File: src/rtl/wpk_pkg.sv
package wpk_pkg;

    localparam int VAL_W = 32;
    localparam int RUN_W = 8;
    localparam int CFG_IDX_W = 2;

    localparam logic [CFG_IDX_W-1:0] CFG_THRESHOLD  = 2'd0;
    localparam logic [CFG_IDX_W-1:0] CFG_WINDOW     = 2'd1;
    localparam logic [CFG_IDX_W-1:0] CFG_CONVERSION = 2'd2;

    localparam logic OP_LOAD   = 1'b0;
    localparam logic OP_FINISH = 1'b1;

    typedef struct packed {
        logic load;
        logic scan_init;
        logic rd;
        logic bwd_upd;
        logic fwd_eval;
        logic idx_inc;
        logic srch_step;
        logic repl;
        logic res_direct;
        logic div_start;
        logic res_div;
        logic emit_shift;
        logic run_clr;
    } cmd_t;

    typedef struct packed {
        logic cnt_zero;
        logic idx_zero;
        logic idx_last;
        logic peak_ok;
        logic srch_last;
        logic conv_direct;
        logic div_done;
        logic emit_last;
    } sts_t;

endpackage

File: src/rtl/wpk_ctrl.sv
module wpk_ctrl
(
    input  logic          clk,
    input  logic          rst_n,
    input  logic          start,
    input  logic          opcode,
    input  wpk_pkg::sts_t sts,
    output wpk_pkg::cmd_t cmd,
    output logic          busy,
    output logic          result_valid
);
    import wpk_pkg::*;

    typedef enum logic [3:0] {
        S_IDLE,
        S_BRD,
        S_BUPD,
        S_FRD,
        S_FEVAL,
        S_SRCH,
        S_REPL,
        S_OSEL,
        S_ODIV,
        S_OOUT
    } state_t;

    state_t state_reg;
    state_t state_next;
    logic   busy_reg;
    logic   valid_reg;

    always_comb
    begin
        cmd = '0;
        state_next = state_reg;
        case (state_reg)
            S_IDLE:
            begin
                if (start)
                begin
                    if (opcode == OP_LOAD)
                        cmd.load = 1'b1;
                    else
                    begin
                        cmd.scan_init = 1'b1;
                        state_next = sts.cnt_zero ? S_OSEL : S_BRD;
                    end
                end
            end
            S_BRD:
            begin
                cmd.rd = 1'b1;
                state_next = S_BUPD;
            end
            S_BUPD:
            begin
                cmd.bwd_upd = 1'b1;
                state_next = sts.idx_zero ? S_FRD : S_BRD;
            end
            S_FRD:
            begin
                cmd.rd = 1'b1;
                state_next = S_FEVAL;
            end
            S_FEVAL:
            begin
                cmd.fwd_eval = 1'b1;
                if (sts.peak_ok)
                    state_next = S_SRCH;
                else if (sts.idx_last)
                    state_next = S_OSEL;
                else
                begin
                    cmd.idx_inc = 1'b1;
                    state_next = S_FRD;
                end
            end
            S_SRCH:
            begin
                cmd.srch_step = 1'b1;
                if (sts.srch_last)
                    state_next = S_REPL;
            end
            S_REPL:
            begin
                cmd.repl = 1'b1;
                if (sts.idx_last)
                    state_next = S_OSEL;
                else
                begin
                    cmd.idx_inc = 1'b1;
                    state_next = S_FRD;
                end
            end
            S_OSEL:
            begin
                if (sts.conv_direct)
                begin
                    cmd.res_direct = 1'b1;
                    state_next = S_OOUT;
                end
                else
                begin
                    cmd.div_start = 1'b1;
                    state_next = S_ODIV;
                end
            end
            S_ODIV:
            begin
                if (sts.div_done)
                begin
                    cmd.res_div = 1'b1;
                    state_next = S_OOUT;
                end
            end
            S_OOUT:
            begin
                cmd.emit_shift = 1'b1;
                if (sts.emit_last)
                begin
                    cmd.run_clr = 1'b1;
                    state_next = S_IDLE;
                end
                else
                    state_next = S_OSEL;
            end
            default:
                state_next = S_IDLE;
        endcase
    end

    always_ff @(posedge clk or negedge rst_n)
    begin
        if (!rst_n)
        begin
            state_reg <= S_IDLE;
            busy_reg  <= 1'b0;
            valid_reg <= 1'b0;
        end
        else
        begin
            state_reg <= state_next;
            busy_reg  <= (state_next != S_IDLE);
            valid_reg <= (state_next == S_OOUT);
        end
    end

    assign busy = busy_reg;
    assign result_valid = valid_reg;

    a_valid_busy: assert property (@(posedge clk) disable iff (!rst_n)
        result_valid |-> busy)
        else $error("result transfer while not busy");

    a_finish_busy: assert property (@(posedge clk) disable iff (!rst_n)
        (start && !busy && opcode == OP_FINISH) |=> busy)
        else $error("finish did not start a scan");

    a_last_idle: assert property (@(posedge clk) disable iff (!rst_n)
        (state_reg == S_OOUT && sts.emit_last) |=> !busy)
        else $error("still busy after last result");

    a_load_idle: assert property (@(posedge clk) disable iff (!rst_n)
        (start && !busy && opcode == OP_LOAD) |=> !busy)
        else $error("load left the block busy");

endmodule

File: config.mk
export PLATFORM = sky130hd
export DESIGN_NAME = wpk_ctrl
export DESIGN_NICKNAME = d
export VERILOG_FILES = /design/src/rtl/wpk_pkg.sv /design/src/rtl/wpk_ctrl.sv
export SDC_FILE = /design/constraint.sdc
export NUM_CORES = 1
export LEC_CHECK = 0
export ABC_AREA = 1
export BUFFER_PORTS_ARGS = -buffer_cell sky130_fd_sc_hd__clkbuf_2
export CAP_MARGIN = 5
export CORE_AREA = 2 2 39 41
export CTS_BUF_LIST = sky130_fd_sc_hd__clkbuf_4 sky130_fd_sc_hd__clkbuf_8
export DETAILED_ROUTE_END_ITERATION = 10
export DIE_AREA = 0 0 41 43
export PLACE_DENSITY = 0.71
export SLEW_MARGIN = 5
export SYNTH_ARGS = -nofsm -noshare
export SYNTH_HDL_FRONTEND = slang
export SYNTH_SLANG_ARGS = --single-unit
File: constraint.sdc
create_clock -name clk -period 1.8 [get_ports clk]
set_input_delay 0.27 -clock clk [delete_from_list [all_inputs] [get_ports clk]]
set_output_delay 0.27 -clock clk [all_outputs]
set_load 0.01 [all_outputs]
==> results.py, run 1 <==
metrics = {
    "status": {
        "outcome": "complete, no violations",
    },
    "timing": {
        "timing.setup.tns_ns": 0,
        "period_share": 0.919,
        "finalClockSkew_ns": 0.000822,
        "finalWorstPathRequiredPeriod_ns": 1.65,
        "report.final.slew_viol_count": 0,
        "timing.final.setup_violations": 0,
        "worstMarginPinSlew_ns": 0.239,
        "final_hold_viol_count": 0,
        "hold_ws_ns": 0.378,
        "setup_repair_after_global_routing_missed_its_margin": "false",
        "fmax_mhz": 604,
        "max_slew_headroom": 0.840,
    },
    "synthesis": {
        "synth_unique_cells": 15,
        "synth_edf_count": 0,
        "synth-main-ff-cell": "sky130_fd_sc_hd__dfrtp_1",
        "ys_top_cells_by_area": "sky130_fd_sc_hd__dfrtp_1 (31%), sky130_fd_sc_hd__nand2_1 (16%), sky130_fd_sc_hd__inv_1 (11%)",
        "synth_seq_cells": 6,
        "async_set_reset_flop_share_out_of_synthesis": 1.00,
        "synth.cells.most_frequent": "sky130_fd_sc_hd__nand2_1 (21), sky130_fd_sc_hd__inv_1 (14), sky130_fd_sc_hd__nor2_1 (14)",
        "synthesis.yosys.warnings": 0,
        "synth.yosys.seq_area_share": 0.308,
        "synthCells": 79,
        "synth_top_cell_area_share": 0.308,
        "synthMostInstantiatedCell": "sky130_fd_sc_hd__nand2_1",
        "netlist_area_sq_um": 487,
        "synth.net_count": 91,
        "synth.avg_cell_area_sq_um": 6.16,
        "synthDominantAreaCellType": "sky130_fd_sc_hd__dfrtp_1",
    },
    "detailed_routing": {
        "drt-wirelength-per-cell_um": 8.62,
        "met2RoutedLength_um": 561,
        "top_signal_layer_used": "met4",
        "met3RoutedLength_um": 49,
        "detailedRoute.firstIterationViolations": 10,
        "overall_via_count_from_detail_route": 558,
        "drt-vias-per-instance": 4.46,
        "met1Wirelength_um": 450,
        "post-route-drc-count": 0,
        "drt_pass1_iterations": 4,
        "routed_wirelength_um": 1080,
        "number_of_nets_with_antenna_violations_after_routing": 0,
    },
    "clock_tree": {
        "cts_sinks": 6,
        "postCtsResizedCells": 0,
        "clk_pin_slew_ns": 0.04,
        "tritoncts.num_buffers": 3,
        "cts_max_path_buffers": 2,
        "ctsHtreeMaxLevel": 1,
        "cts_tree": "done",
        "clk_root_buffer_cell": "sky130_fd_sc_hd__clkbuf_4",
        "clk_latency_ns": 0.24,
    },
    "placed_design": {
        "placed_cell_area_sq_um": 637,
        "place_congestion": 0.779,
        "numPlacedInstances": 121,
        "detailed_place_hpwl_um": 930,
        "buffer_ports.inserted": 26,
    },
    "power_and_ir_drop": {
        "vdd_ir_drop_max_uv": 674,
        "static-leakage-power_nw": 0.455,
        "cellPowerDensity_nw_per_um2": 1520,
    },
    "floorplan": {
        "design.portCount": 27,
        "fp.dieArea_sq_um": 1760,
        "die_height_um": 43,
        "die_w_um": 41,
        "floorplan.initialDensity": 0.352,
        "core_area_sq_um": 1380,
        "rows": 14,
    },
    "grt": {
        "grt_max_degree": 9,
        "gr-usage-all-layers": 0.139,
        "first_global_vias": 440,
        "grt_remaining_overflow": 0,
        "grt_pass1_wl_um": 1660,
        "number_of_antenna_violations_at_the_first_check_in_global_routing": 0,
    },
    "critical_path": {
        "regToRegSetupSlack_ns": 0.52,
        "crit_type": "reg2out",
        "reg2reg_from": "state_reg[1]",
        "crit_path_end_kind": "output pin",
        "crit_path_start_kind": "register",
        "worst_setup_path_start": "state_reg[0]",
        "worstPathMaxFanout": 6,
        "critPathArrivalTime_ns": 1.38,
        "critical_path_required_ns": 1.53,
    },
    "min_path": {
        "hp-class": "in2async",
    },
    "flow_run": {
        "max_cap_viols": 0,
    },
    "cells_and_area": {
        "area_growth_pct": 37.5,
        "nFillCells": 143,
        "largest_register_ff_count": 4,
        "design.final.nets": 123,
        "fin_cells": 125,
        "antennaDiodeCount": 0,
        "finalInstanceArea_sq_um": 669,
        "post_route_cells_drive_above_1_share": 0.358,
    },
}
worst paths after layout:
check	to	cells after the start
worst max-delay path	cmd[12]	4
worst max register to register	busy	8
worst min-delay path	result_valid	2
min in group clk	state_reg[1]	5
worst min register to register	state_reg[3]	3
max in group asynchronous	busy	2
final cells by class:
cell class              instances  area (sq um)  area share
well taps                      16          20.0      0.0299
flip-flops and latches          6           150       0.224
repair buffers                 27           140       0.209
multi-input cells              57           277       0.413
inverters                      16          60.1      0.0897
clock buffers                   3          22.5      0.0336
cell usage in the layout, fill, tap and decap left out, types with 2 or more instances in the layout:
cell                       instances
sky130_fd_sc_hd__inv_2             2
sky130_fd_sc_hd__clkbuf_4          3
sky130_fd_sc_hd__nor2_1           14
sky130_fd_sc_hd__nor2_2            3
sky130_fd_sc_hd__clkbuf_2         26
sky130_fd_sc_hd__nand3_1           9
sky130_fd_sc_hd__inv_1            14
sky130_fd_sc_hd__dfrtp_1           6
sky130_fd_sc_hd__nand2_1          21
sky130_fd_sc_hd__nor2_4            3
where the power goes:
| group | total [mW] | switching (mW) | internal [mW] |
|---|---|---|---|
| combinational | 0.634 | 0.412 | 0.222 |
| sequential | 0.260 | 0.0657 | 0.194 |
| clock | 0.122 | 0.0464 | 0.0753 |
| total | 1.02 | 0.524 | 0.491 |
through the flow:
| stage | setup WS, ns | util | power, mW |
|---|---|---|---|
| 6_report | 0.146 | 0.484 | 1.02 |
| 2_1_floorplan | 0.452 | - | 0.716 |
| 5_1_grt | 0.0264 | 0.484 | 1.12 |
| 4_1_cts | 0.120 | 0.484 | 1.03 |
| 3_3_place_gp | 0.402 | 0.460 | 0.889 |
| 3_5_place_dp | 0.391 | 0.460 | 0.900 |
kinds of logic (layout without fill, tap and decap cells):
logic type,count (synthesis),after routing,synth area share
and+or+nand+nor,53,53,0.514
buffers and inverters,16,46,0.123
DFF,6,6,0.308
AOI/OAI and AO/OA,4,4,0.0540
layer usage:
metal / GRT usage / vias up
met1: 0.174 / 243
met2: 0.219 / 14
met4: 0.0800 / 0
met3: 0.0157 / 2
li1: - / 299
met5: 0 / -
timing repair:
item / 4_1_cts / 5_1_grt
buffers inserted: 0 / 0
hold endpoints to repair: 6 / 0
setup endpoints to repair: 0 / 0
hold buffers: 1 / 0
worst max-delay path, stage by stage, from the launching register on:
cell and delay (ns):
sky130_fd_sc_hd__dfrtp_1 0.43, sky130_fd_sc_hd__nor2_2 0.25, sky130_fd_sc_hd__nand2_1 0.12, sky130_fd_sc_hd__nor3b_1 0.18, sky130_fd_sc_hd__clkbuf_2 0.16
Power figures use the tool's default switching activity.
==> run 2, diff against run 1 <==
--- a/config.mk
+++ b/config.mk
@@ -12,7 +12,7 @@
 export CTS_BUF_LIST = sky130_fd_sc_hd__clkbuf_4 sky130_fd_sc_hd__clkbuf_8
 export DETAILED_ROUTE_END_ITERATION = 10
 export DIE_AREA = 0 0 41 43
-export PLACE_DENSITY = 0.71
+export PLACE_DENSITY = 0.73
 export SLEW_MARGIN = 5
 export SYNTH_ARGS = -nofsm -noshare
 export SYNTH_HDL_FRONTEND = slang
==> run 2 against run 1 <==
  * Maximum frequency down 0.75%
  * Sequential share of layout area did not move
  * Clock skew increased by 0.0050 ns
  * Cell area unchanged
==> results.py, run 2 (same netlist as run 1, synthesis figures left out) <==
metrics = {
    "status": {
        "outcome": "complete, no violations",
    },
    "clock_tree": {
        "cts_sinks": 6,
        "tritoncts.num_buffers": 3,
        "ctsHtreeMaxLevel": 1,
        "cts_setup_buffers": 0,
        "cts_max_path_buffers": 2,
        "clk_latency_ns": 0.25,
        "clk_pin_slew_ns": 0.05,
        "clk_root_buffer_cell": "sky130_fd_sc_hd__clkbuf_4",
        "cts_tree": "done",
    },
    "cells_and_area": {
        "design.final.nets": 123,
        "antennaDiodeCount": 0,
        "nFillCells": 140,
        "most-common-layout-cells": "sky130_fd_sc_hd__clkbuf_2 (26), sky130_fd_sc_hd__nand2_1 (21), sky130_fd_sc_hd__inv_1 (14), sky130_fd_sc_hd__nor2_1 (14), sky130_fd_sc_hd__nand3_1 (9)",
        "area_growth_pct": 37.5,
        "post_route_cells_drive_above_1_share": 0.358,
        "final_common_cell": "sky130_fd_sc_hd__clkbuf_2",
        "largest_register_ff_count": 4,
    },
    "grt": {
        "first_global_vias": 453,
        "gr-usage-all-layers": 0.159,
        "number_of_antenna_violations_at_the_first_check_in_global_routing": 0,
        "grt_pass1_wl_um": 1810,
        "grt_max_degree": 9,
        "grt_remaining_overflow": 0,
    },
    "critical_path": {
        "crit_path_end_kind": "output pin",
        "critical_path.slowest_cell": "sky130_fd_sc_hd__dfrtp_1",
        "crit_path_start_kind": "register",
        "critPathTopFamily": "simple AND/OR/NAND/NOR gates",
        "crit_buf_inv": 1,
        "worst_path_largest_cell_delay_ns": 0.44,
        "crit_type": "reg2out",
        "critical_path_required_ns": 1.53,
        "timing.critical_path.cells": "nor2_2 > nand2_1 > nor3b_1 > clkbuf_2",
        "critPathArrivalTime_ns": 1.40,
        "worstPathMaxFanout": 6,
    },
    "power_and_ir_drop": {
        "clock_power_share": 0.123,
        "vdd_ir_drop_max_uv": 717,
        "power_switching_uw": 537,
        "static-leakage-power_nw": 0.455,
        "power.share.switching": 0.522,
        "cellPowerDensity_nw_per_um2": 1540,
        "combPwrFrac": 0.625,
        "cell_internal_pwr_uw": 491,
        "power.sequential.fraction": 0.252,
    },
    "detailed_routing": {
        "drt-vias-per-instance": 4.62,
        "drt-wirelength-per-cell_um": 9.38,
        "drt_pass1_iterations": 4,
        "detailedRoute.firstIterationViolations": 16,
        "routed_wirelength_um": 1170,
        "post-route-drc-count": 0,
        "overall_via_count_from_detail_route": 577,
        "number_of_nets_with_antenna_violations_after_routing": 0,
    },
    "timing": {
        "setup_repair_after_global_routing_missed_its_margin": "false",
        "timing.final.setup_violations": 0,
        "fmax_mhz": 600,
        "worstMarginPinSlew_ns": 0.265,
        "report.final.slew_viol_count": 0,
        "finalWorstPathRequiredPeriod_ns": 1.67,
        "hold_ws_ns": 0.361,
        "max_slew_headroom": 0.823,
        "timing.setup.tns_ns": 0,
        "finalClockSkew_ns": 0.00584,
        "period_share": 0.926,
        "final_hold_viol_count": 0,
    },
    "placed_design": {
        "buffer_ports.inserted": 26,
        "place_congestion": 0.887,
        "detailed_place_hpwl_um": 976,
    },
    "floorplan": {
        "die_w_um": 41,
        "design.portCount": 27,
        "core_area_sq_um": 1380,
        "rows": 14,
        "floorplan.initialDensity": 0.352,
        "fp.dieArea_sq_um": 1760,
        "die_height_um": 43,
    },
    "flow_run": {
        "max_cap_viols": 0,
    },
    "min_path": {
        "hp-class": "in2reg",
    },
}
-- run 2: cell counts in the layout (fill, tap and decap cells not counted) --
No cell type changed its count.
-- run 2: cell type report --
cell class | count | area [sq um] | area share
multi-input combinational | 57 | 277 | 0.413
sequential | 6 | 150 | 0.224
tap | 16 | 20.0 | 0.0299
timing repair buffer | 27 | 140 | 0.209
clock buffer | 3 | 22.5 | 0.0336
inverter | 16 | 60.1 | 0.0897
-- run 2: layer usage --
metal  global-route usage  vias up  wire length [um]
met3               0.0314        3                93
li1                     -      300                 -
met5                    0        -                 0
met1                0.210      247               496
met4                0.120        0                30
met2                0.219       27               553
-- run 2: timing repair --
item,4_1_cts,5_1_grt
endpoints found under the hold margin,6,0
gates resized for setup,0,0
hold buffers,1,0
-- run 2: tightest hold or removal path, cell delays in order --
cell and delay, ns:
sky130_fd_sc_hd__clkbuf_2 0.07, sky130_fd_sc_hd__nand3_1 0.06, sky130_fd_sc_hd__nand2_1 0.06, sky130_fd_sc_hd__nor2_1 0.03
sky130_fd_sc_hd__nand2_1 0.07
-- run 2: worst paths after layout --
check                             start            to  slack, ns  cells past startpoint
setup reg to reg           state_reg[1]          busy       0.46                      8
setup / recovery           state_reg[0]       cmd[12]       0.13                      4
max in group asynchronous         rst_n  state_reg[3]       1.28                      2
min in group asynchronous         rst_n  state_reg[2]       0.38                      2
hold / removal                   sts[6]  state_reg[1]       0.36                      5
hold reg to reg            state_reg[2]  state_reg[3]       0.69                      3
-- run 2: through the flow --
step,std cells,utilization,area (sq um),worst slack (ns),power [mW]
finish,125,0.484,669,0.133,1.03
floorplan,79,-,487,0.452,0.716
CTS,125,0.484,669,0.122,1.03
global placement,121,0.460,637,0.410,0.887
global route,125,0.484,669,0.0292,1.12
detailed placement,121,0.460,637,0.396,0.899
-- run 2: power groups by stage --
stage | clock network [mW] | logic (mW) | registers, mW
after global routing | 0.125 | 0.720 | 0.271
final | 0.127 | 0.642 | 0.259
after detailed placement | 0 | 0.637 | 0.262
after CTS | 0.127 | 0.641 | 0.261
after floorplan | 0 | 0.453 | 0.262
after global placement | 0 | 0.630 | 0.257
